--- config.mk ---
export PLATFORM = sky130hd
export DESIGN_NAME = ffra_ctrl_flat
export DESIGN_NICKNAME = d
export VERILOG_FILES = /design/src/sv/ffra_pkg.sv /design/src/sv/ffra_ifs.sv /design/src/sv/ffra_ctrl.sv /design/src/flat_wrapper.sv
export SDC_FILE = /design/constraint.sdc
export NUM_CORES = 1
export LEC_CHECK = 0
export BUFFER_PORTS_ARGS = -buffer_cell sky130_fd_sc_hd__buf_2
export CAP_MARGIN = 20
export CELL_PAD_IN_SITES_DETAIL_PLACEMENT = 1
export CELL_PAD_IN_SITES_GLOBAL_PLACEMENT = 2
export CORE_MARGIN = 4
export CORE_UTILIZATION = 30
export CTS_CLUSTER_DIAMETER = 80
export DETAILED_ROUTE_END_ITERATION = 6
export HOLD_SLACK_MARGIN = 0.05
export PLACE_DENSITY_LB_ADDON = 0.1
export REMOVE_ABC_BUFFERS = 1
export SYNTH_ARGS = -nofsm -noshare
export SYNTH_HDL_FRONTEND = slang
export SYNTH_SLANG_ARGS = --single-unit
--- constraint.sdc ---
create_clock -name clk -period 8.8 [get_ports clk]
set_input_delay 1.76 -clock clk [delete_from_list [all_inputs] [get_ports clk]]
set_output_delay 1.76 -clock clk [all_outputs]
set_load 0.02 [all_outputs]
--- src/sv/ffra_pkg.sv ---
// Shared types, constants and codes of the first-fit range allocator.
// No dependencies; every other file of the block imports this package.
package ffra_pkg;

	// Default pool capacity in slots
	localparam int CAPACITY_DEF = 256;
	// Slots held by one cell of the scan chain
	localparam int SEG_W = 16;
	// Slot position, run length and extent width (pool size tops out at 511)
	localparam int POS_W = 9;
	// Range end width: start plus count
	localparam int HI_W = POS_W + 1;
	localparam int START_W = 8;
	localparam int CNT_W = 9;
	localparam int CMD_W = 2;
	localparam logic [POS_W-1:0] POOL_RST = POS_W'(256);

	typedef enum logic [CMD_W-1:0] {
		CMD_ALLOC = 2'd0,
		CMD_FREE  = 2'd1,
		CMD_QUERY = 2'd2
	} cmd_t;

	typedef enum logic [2:0] {
		ST_IDLE,
		ST_CLR,
		ST_SCAN,
		ST_MARK,
		ST_DONE
	} state_t;

	// Scan token handed from cell to cell
	typedef struct packed {
		logic             vld;
		logic             found;
		logic [POS_W-1:0] begin_pos;
		logic [POS_W-1:0] run_len;
		logic             any;
		logic [POS_W-1:0] ext;
	} tok_t;

	// Controls broadcast from the sequencer to every cell
	typedef struct packed {
		logic [POS_W-1:0] lim;
		logic [CNT_W-1:0] cnt;
		logic [POS_W-1:0] lo;
		logic [HI_W-1:0]  hi;
		logic             seek;
		logic             probe;
		logic             wr_en;
		logic             wr_set;
		logic             cfg_clr;
		logic [POS_W-1:0] cfg_lim;
	} ctl_t;

endpackage

--- src/sv/ffra_ifs.sv ---
// Channel interfaces of the first-fit range allocator: request, result
// and pool size write. Depends on ffra_pkg for field widths.
interface ffra_req_if;
	import ffra_pkg::*;
	logic               valid;
	logic               ready;
	logic [CMD_W-1:0]   cmd;
	logic [START_W-1:0] range_start;
	logic [CNT_W-1:0]   count;
	modport source(output valid, cmd, range_start, count, input ready);
	modport sink(input valid, cmd, range_start, count, output ready);
endinterface

interface ffra_rsp_if;
	import ffra_pkg::*;
	logic               valid;
	logic               ready;
	logic [START_W-1:0] alloc_begin;
	logic [CNT_W-1:0]   alloc_size;
	logic               any_used;
	logic [POS_W-1:0]   used_extent;
	modport source(output valid, alloc_begin, alloc_size, any_used, used_extent, input ready);
	modport sink(input valid, alloc_begin, alloc_size, any_used, used_extent, output ready);
endinterface

interface ffra_cfg_if;
	import ffra_pkg::*;
	logic             valid;
	logic             ready;
	logic [POS_W-1:0] pool_size;
	modport source(output valid, pool_size, input ready);
	modport sink(input valid, pool_size, output ready);
endinterface

--- src/sv/ffra_ctrl.sv ---
// Sequencer of the allocator: takes requests and pool size writes, launches
// scan tokens into the cell chain, commits range writes, holds the result.
// Uses ffra_pkg and the channel interfaces.
module ffra_ctrl #(
	parameter int CAPACITY = ffra_pkg::CAPACITY_DEF
) (
	input  logic           clk,
	input  logic           arst_n,
	ffra_req_if.sink       req,
	ffra_rsp_if.source     rsp,
	ffra_cfg_if.sink       cfg,
	output ffra_pkg::ctl_t ctl,
	output ffra_pkg::tok_t tok_first,
	input  ffra_pkg::tok_t tok_last
);
	import ffra_pkg::*;

	state_t             state_q, state_d;
	logic               launch_q;
	logic [CMD_W-1:0]   cmd_q;
	logic [START_W-1:0] start_q;
	logic [CNT_W-1:0]   cnt_q;
	logic [POS_W-1:0]   pool_q;
	logic [POS_W-1:0]   lim;
	logic [POS_W-1:0]   res_begin_q;
	logic [CNT_W-1:0]   res_size_q;
	logic               res_any_q;
	logic [POS_W-1:0]   res_ext_q;
	logic               rsp_vld_q;
	logic [START_W-1:0] rsp_begin_q;
	logic [CNT_W-1:0]   rsp_size_q;
	logic               rsp_any_q;
	logic [POS_W-1:0]   rsp_ext_q;
	logic               req_fire, cfg_fire, scan_done, out_load;
	logic [HI_W-1:0]    mark_end;

	// Effective pool size: saturate at capacity
	function automatic logic [POS_W-1:0] lim_of(input logic [POS_W-1:0] v);
		if (int'(v) > CAPACITY) begin
			return POS_W'(CAPACITY);
		end
		return v;
	endfunction

	assign lim       = lim_of(pool_q);
	assign req_fire  = req.valid && req.ready;
	assign cfg_fire  = cfg.valid && cfg.ready;
	assign scan_done = (state_q == ST_SCAN) && tok_last.vld;
	assign out_load  = (state_q == ST_DONE) && (!rsp_vld_q || rsp.ready);
	assign mark_end  = HI_W'(tok_last.begin_pos) + HI_W'(cnt_q);

	// Next state
	always_comb begin
		state_d = state_q;
		case (state_q)
			ST_IDLE: begin
				if (req.valid) begin
					state_d = (req.cmd == CMD_FREE) ? ST_CLR : ST_SCAN;
				end
			end
			ST_CLR: state_d = ST_SCAN;
			ST_SCAN: begin
				if (tok_last.vld) begin
					state_d = tok_last.found ? ST_MARK : ST_DONE;
				end
			end
			ST_MARK: state_d = ST_DONE;
			ST_DONE: begin
				if (!rsp_vld_q || rsp.ready) begin
					state_d = ST_IDLE;
				end
			end
			default: state_d = ST_IDLE;
		endcase
	end

	// Handshakes and cell controls
	always_comb begin
		req.ready   = (state_q == ST_IDLE);
		cfg.ready   = 1'b1;
		ctl.lim     = lim;
		ctl.cnt     = cnt_q;
		ctl.seek    = (cmd_q == CMD_ALLOC) && (cnt_q != '0);
		ctl.probe   = (cmd_q == CMD_QUERY);
		ctl.wr_en   = (state_q == ST_CLR) || (state_q == ST_MARK);
		ctl.wr_set  = (state_q == ST_MARK);
		ctl.cfg_clr = cfg_fire;
		ctl.cfg_lim = lim_of(cfg.pool_size);
		if (state_q == ST_MARK) begin
			ctl.lo = res_begin_q;
			ctl.hi = HI_W'(res_begin_q) + HI_W'(cnt_q);
		end else begin
			ctl.lo = POS_W'(start_q);
			ctl.hi = HI_W'(start_q) + HI_W'(cnt_q);
		end
		tok_first.vld       = launch_q;
		tok_first.found     = 1'b0;
		tok_first.begin_pos = '0;
		tok_first.run_len   = '0;
		tok_first.any       = 1'b0;
		tok_first.ext       = '0;
	end

	// Control state
	always_ff @(posedge clk or negedge arst_n) begin
		if (!arst_n) begin
			state_q   <= ST_IDLE;
			launch_q  <= 1'b0;
			pool_q    <= POOL_RST;
			rsp_vld_q <= 1'b0;
		end else begin
			state_q  <= state_d;
			launch_q <= (state_q != ST_SCAN) && (state_d == ST_SCAN);
			if (cfg_fire) begin
				pool_q <= cfg.pool_size;
			end
			if (out_load) begin
				rsp_vld_q <= 1'b1;
			end else if (rsp.ready) begin
				rsp_vld_q <= 1'b0;
			end
		end
	end

	// Hold the request, then the scan outcome, then the result
	always_ff @(posedge clk) begin
		if (req_fire) begin
			cmd_q   <= req.cmd;
			start_q <= req.range_start;
			cnt_q   <= req.count;
		end
		if (scan_done) begin
			res_any_q <= tok_last.any;
			if (tok_last.found) begin
				res_begin_q <= tok_last.begin_pos;
				res_size_q  <= cnt_q;
				res_ext_q   <= (mark_end > HI_W'(tok_last.ext)) ?
					mark_end[POS_W-1:0] : tok_last.ext;
			end else begin
				res_begin_q <= '0;
				res_size_q  <= '0;
				res_ext_q   <= tok_last.ext;
			end
		end
		if (out_load) begin
			rsp_begin_q <= res_begin_q[START_W-1:0];
			rsp_size_q  <= res_size_q;
			rsp_any_q   <= res_any_q;
			rsp_ext_q   <= res_ext_q;
		end
	end

	assign rsp.valid       = rsp_vld_q;
	assign rsp.alloc_begin = rsp_begin_q;
	assign rsp.alloc_size  = rsp_size_q;
	assign rsp.any_used    = rsp_any_q;
	assign rsp.used_extent = rsp_ext_q;

endmodule

--- src/flat_wrapper.sv ---
// flat-port wrapper written by rule: the top's interface ports become plain ports
module ffra_ctrl_flat import ffra_pkg::*;
#(
	parameter int CAPACITY = ffra_pkg::CAPACITY_DEF
)
  (clk, arst_n, ctl, tok_first, tok_last, req_valid, req_cmd, req_range_start, req_count, req_ready, rsp_valid, rsp_alloc_begin, rsp_alloc_size, rsp_any_used, rsp_used_extent, rsp_ready, cfg_valid, cfg_pool_size, cfg_ready);
  ffra_req_if req_i ();
  ffra_rsp_if rsp_i ();
  ffra_cfg_if cfg_i ();
  input  logic clk;
  input  logic arst_n;
  output ffra_pkg::ctl_t ctl;
  output ffra_pkg::tok_t tok_first;
  input  ffra_pkg::tok_t tok_last;
  input wire logic [$bits(req_i.valid)-1:0] req_valid;
  input wire logic [$bits(req_i.cmd)-1:0] req_cmd;
  input wire logic [$bits(req_i.range_start)-1:0] req_range_start;
  input wire logic [$bits(req_i.count)-1:0] req_count;
  output wire logic [$bits(req_i.ready)-1:0] req_ready;
  output wire logic [$bits(rsp_i.valid)-1:0] rsp_valid;
  output wire logic [$bits(rsp_i.alloc_begin)-1:0] rsp_alloc_begin;
  output wire logic [$bits(rsp_i.alloc_size)-1:0] rsp_alloc_size;
  output wire logic [$bits(rsp_i.any_used)-1:0] rsp_any_used;
  output wire logic [$bits(rsp_i.used_extent)-1:0] rsp_used_extent;
  input wire logic [$bits(rsp_i.ready)-1:0] rsp_ready;
  input wire logic [$bits(cfg_i.valid)-1:0] cfg_valid;
  input wire logic [$bits(cfg_i.pool_size)-1:0] cfg_pool_size;
  output wire logic [$bits(cfg_i.ready)-1:0] cfg_ready;
  assign req_i.valid = req_valid;
  assign req_i.cmd = req_cmd;
  assign req_i.range_start = req_range_start;
  assign req_i.count = req_count;
  assign req_ready = req_i.ready;
  assign rsp_valid = rsp_i.valid;
  assign rsp_alloc_begin = rsp_i.alloc_begin;
  assign rsp_alloc_size = rsp_i.alloc_size;
  assign rsp_any_used = rsp_i.any_used;
  assign rsp_used_extent = rsp_i.used_extent;
  assign rsp_i.ready = rsp_ready;
  assign cfg_i.valid = cfg_valid;
  assign cfg_i.pool_size = cfg_pool_size;
  assign cfg_ready = cfg_i.ready;
  ffra_ctrl #(.CAPACITY(CAPACITY)) u_core (.clk(clk), .arst_n(arst_n), .req(req_i), .rsp(rsp_i), .cfg(cfg_i), .ctl(ctl), .tok_first(tok_first), .tok_last(tok_last));
endmodule
======== Word level (Yosys, flattened, before mapping) ========
Cells that the tools add are included.
word-level totals
  flip-flop bits (word level) ............. 88
  bits of input ports ..................... 63
operators by class
  eq/ne operators ......................... 8
  order comparisons ....................... 3
  mux-type cells .......................... 17
  add/subtract/negate cells ............... 3
  reductions and logical operators ........ 12
operators with widths
  cell                                                  number
  2-to-1 mux 9 bit                                      6
  adder 9 x 9 -> 10 bit                                 2
  2-to-1 mux 19 bit                                     1
  > comparator 9 bit (second input constant)            2
  case mux 3 bit (5 select lines)                       1
  2-to-1 mux 3 bit                                      4
  adder 8 x 9 -> 10 bit                                 1
  > comparator 10 x 9 -> 1 bit                          1
  equality test 3 x 2 -> 1 bit (second input constant)  3
  nonzero test 9 bit                                    1
  logical AND 1 bit                                     5
  2-to-1 mux 1 bit                                      4
  equality test 3 x 1 -> 1 bit (second input constant)  1
  equality test 3 bit (second input constant)           1
  zero test 3 bit                                       1
  != test 3 x 2 -> 1 bit (second input constant)        1
  equality test 2 x 1 -> 1 bit (second input constant)  1
  equality test 2 bit (second input constant)           1
  zero test 2 bit                                       1
  logical OR 1 bit                                      2
  2-to-1 mux 2 bit                                      1
  nonzero test 2 bit                                    1
  zero test 1 bit                                       1

======== Depth between registers and ports, before layout ========
  word-level depth ........................ 6
  depth in mapped cells ................... 14
  mapped depth without buffers ............ 14

======== Least setup slack after synthesis ========
Ideal clock, no wire load.
  kind .................................... input -> register
  start ................................... input tok_last[29] in the netlist's numbering
  end ..................................... register u_core.res_any_q, enable pin
  setup time .............................. 497 ps
  buffers on the path ..................... 0
  arrival ................................. 4744 ps
  slack ................................... 3559 ps
  data required time ...................... 8303 ps
  stages on the path ...................... 1
  cell sequence ........................... nor4b_1
on the way
  cells in the longest elaborated chain, start to end .. 1
RTL lines
  what                    RTL line            source
  start: declaration      flat_wrapper.sv:14  input ffra_pkg::tok_t tok_last;
  logical AND 1 bit       ffra_ctrl.sv:48     assign scan_done = (state_q == ST_SCAN) && tok_last.vld;
  end signal: assignment  ffra_ctrl.sv:133    res_any_q <= tok_last.any;
  end: declaration        ffra_ctrl.sv:27     logic res_any_q;
Every way passes these cells.
A chain may end at the register's enable or synchronous reset.

==> results.yml <==
routing:
  drt_via_density: 4.38
  drt_wl_total_mm: 11.5
  avgRoutedWirePerCell_um: 17.1
  post-route-drc-count: 0
  drt_iter0_drc: 65
  ant_nets: 0
  via_total_after_detailed_routing: 2940
  drt-pass1-iter-count: 4
yosys:
  synth.yosys.warnings: 0
  synth.cell_area_mm2: 0.00442
  syn_avg_cell_area_um2: 12.7
  post_synth_main_area_contributors: "edfxtp_1 (50%), ha_1 (7.6%), dfrtp_1 (7.4%)"
  synthArstFlopShare_pct: 15.9
  dominantRegCellSynth: "edfxtp_1"
  largest_area_contributor_in_the_synthesized_netlist: "edfxtp_1"
  synthCells: 348
  post-synth-top-area-fraction_pct: 50.3
  synth.lib_cells_used.distinct: 40
  synth.yosys.seq_area_share_pct: 58.3
  number_of_synthesized_flops_with_an_enable_pin: 74
  post_synthesis_sequential_element_count: 88
worst_setup_path:
  critical-path-top-delay-family: "simple AND/OR/NAND/NOR gates"
  setup.worst_path.start_class: "flip-flop"
  crit_path_end_kind: "output port"
  cp_data_arrival_time_ns: 3.63
  timing.reg2reg.setup_slack_ns: 4.60
  crit_path_cell_trace: "nand3b_1 -> clkinv_1 -> nand2_1 -> nand2_1 -> ha_1 -> inv_1 -> fa_1 -> nor2b_1 -> o21ai_0 -> a21boi_0 -> o21ai_0 -> a21oi_1 -> xor2_1 -> buf_2"
  worstSetupPathDepth: 14
  worstPathBufferInverterCount: 3
  crit_slowest_cell: "dfrtp_1"
  timing.reg2reg.worst_path_depth: 14
  worst-setup-path-type: "flip-flop to output port"
  timing.critical_path.slowest_cell_delay_ns: 0.49
  worst-path-max-fanout: 10
  worstPathRequired_ns: 7.04
finish:
  ff_latch_area_mm2: 0.00257
  num-nets-final: 575
  area_growth_syn_to_layout_pct: 24.4
  finish.cell_count_without_fillers: 672
  mostFrequentLayoutCells: "buf_2 (134), edfxtp_1 (74), conb_1 (30)"
  ratio_of_cells_with_drive_above_1_in_the_final_layout_pct: 35.7
  num-fill-cells: 1608
  n_antenna_cell: 0
  multi_input_combinational_cell_area_mm2: 0.00161
  utilization_pct: 38.0
  mostFrequentLayoutCell: "buf_2"
worst_hold_path:
  hold-path-cell-count: 0
  worst_hold_path_type: "flip-flop to flip-flop"
timing:
  max_freq_mhz: 186
  timing.final.hold_violations: 0
  min_period_over_period_pct: 61.3
  setup_slack_ns: 3.41
  finalSetupViolCount: 0
  post-route-min-period_ns: 5.39
  final.setup_skew_ns: 0.00562
  slew_viol_final: 0
  sum_of_negative_setup_slack_ns: 0
  timing.max_slew.rel_slack_pct: 35.4
  tightestPinTransition_ns: 0.969
  setup_repair_after_global_routing_missed_its_margin: "false"
  worst_hold_slack_ns: 0.422
placed_design:
  io_buffer_count: 134
  place_ws_ns: 3.32
  placed_cells: 656
  hpwlAfterDp_mm: 8.78
  gp_congestion: 0.741
clocking:
  cts-htree-levels: 3
  post-cts-setup-buffer-count: 0
  clkTransAtPathRegs_ns: 0.07
  clkSinkCount: 88
  tritoncts: "built"
  cts-hold-fix-buffers: 0
  max-clock-path-buffers: 2
  ctsRootBufferMaster: "clkbuf_16"
  cts-buffers-inserted: 9
  cts_resized: 0
  clock_insertion_delay_worst_skew_ns: 0.34
die:
  floorplan.core_area_mm2: 0.0145
  pin_count: 174
  die_w_um: 129
  std_cell_rows: 44
  fp.dieH_um: 129
  die-area_mm2: 0.0167
  start_util_pct: 30.5
global_route:
  grt_start_max_net_pins: 30
  first_global_vias: 3150
  grt_first_pass_wirelength_mm: 17.5
  antenna_violations_before_repair: 0
  gr-total-overflow: 0
  global_route.usage.total_pct: 14.0
power:
  max-vdd-ir-drop_v: 0.0000978
  power_leakage_nw: 2.44
  power.density_mw_per_mm2: 289
run:
  cap_viol_max_count: 0
status:
  outcome: "finished, final reports clean"
==> synth_stat cells (2+ instances only) <==
cell type / count
nor3_1: 5
o21ai_0: 8
nor2_1: 11
a21o_1: 5
nand2b_1: 3
conb_1: 2
nand4_1: 3
nand2_1: 27
ha_1: 27
nand3_1: 2
mux2_2: 18
o41ai_1: 2
and2_1: 19
a31oi_1: 2
o21a_1: 2
dfrtp_1: 13
fa_1: 2
nor2b_1: 23
xor2_1: 4
a21oi_1: 13
clkbuf_1: 8
inv_1: 18
xnor2_1: 9
nand3b_1: 2
edfxtp_1: 74
buf_4: 32
==> sequential cells by signal (all words and copies together), names as in the netlist, 2 cells and up <==
signal / cells
u_core.state_q: 3
u_core.rsp.alloc_size: 9
u_core.start_q: 8
u_core.res_size_q: 9
u_core.cmd_q: 2
u_core.cnt_q: 9
u_core.rsp.alloc_begin: 8
u_core.res_ext_q: 9
u_core.res_begin_q: 9
u_core.rsp.used_extent: 9
u_core.pool_q: 9
==> stage by stage <==
step,power [W],instance area (µm²)
after floorplan,0.000986,4250
after global placement,0.00118,5170
after detailed placement,0.00119,5170
after CTS,0.00162,5500
final,0.00159,5500
after global routing,0.00170,5500
==> area by class of cell <==
cell class                 instances  area share, %
clock buffer                      10           4.17
clock inverter                     6           1.66
inverter                          19           1.30
multi-input combinational        229           29.4
sequential                        88           46.8
tap                              184           4.19
timing repair buffer             136           12.5
==> logic make-up after synthesis <==
kind of cell / after synthesis / synth area share, %
fa+ha+maj: 29 / 8.55
compound gates: 39 / 6.06
buf+inv: 59 / 7.73
flops: 88 / 58.3
simple gates: 99 / 11.8
other cells: 2 / 0.170
mux: 19 / 4.81
xor+xnor: 13 / 2.58
==> report_power, final <==
group | internal (W) | switching, W | total [W]
logic | 0.000205 | 0.000360 | 0.000565
clock network | 0.000252 | 0.000166 | 0.000418
registers | 0.000556 | 0.0000501 | 0.000606
total | 0.00101 | 0.000577 | 0.00159
==> metal layers <==
metal  part of all wire [%]  track usage (%)  vias up
met3                    7.4             3.59       15
met1                     43             18.1     1385
met2                     47             22.6      108
met4                    1.8             5.31        0
met5                      0                0        -
li1                       -                -     1432
==> path summary, 6_finish.rpt <==
check                                    startpoint                         to
worst max-delay path              u_core.state_q[2]                    ctl[22]
max in group asynchronous                    arst_n           u_core.pool_q[8]
worst max register to register      u_core.cnt_q[0]        u_core.res_ext_q[8]
min in group asynchronous                    arst_n           u_core.pool_q[7]
worst min-delay path            u_core.res_ext_q[5]  u_core.rsp.used_extent[5]
worst min register to register  u_core.res_ext_q[5]  u_core.rsp.used_extent[5]
No activity file was read; power rests on OpenSTA's default activity.
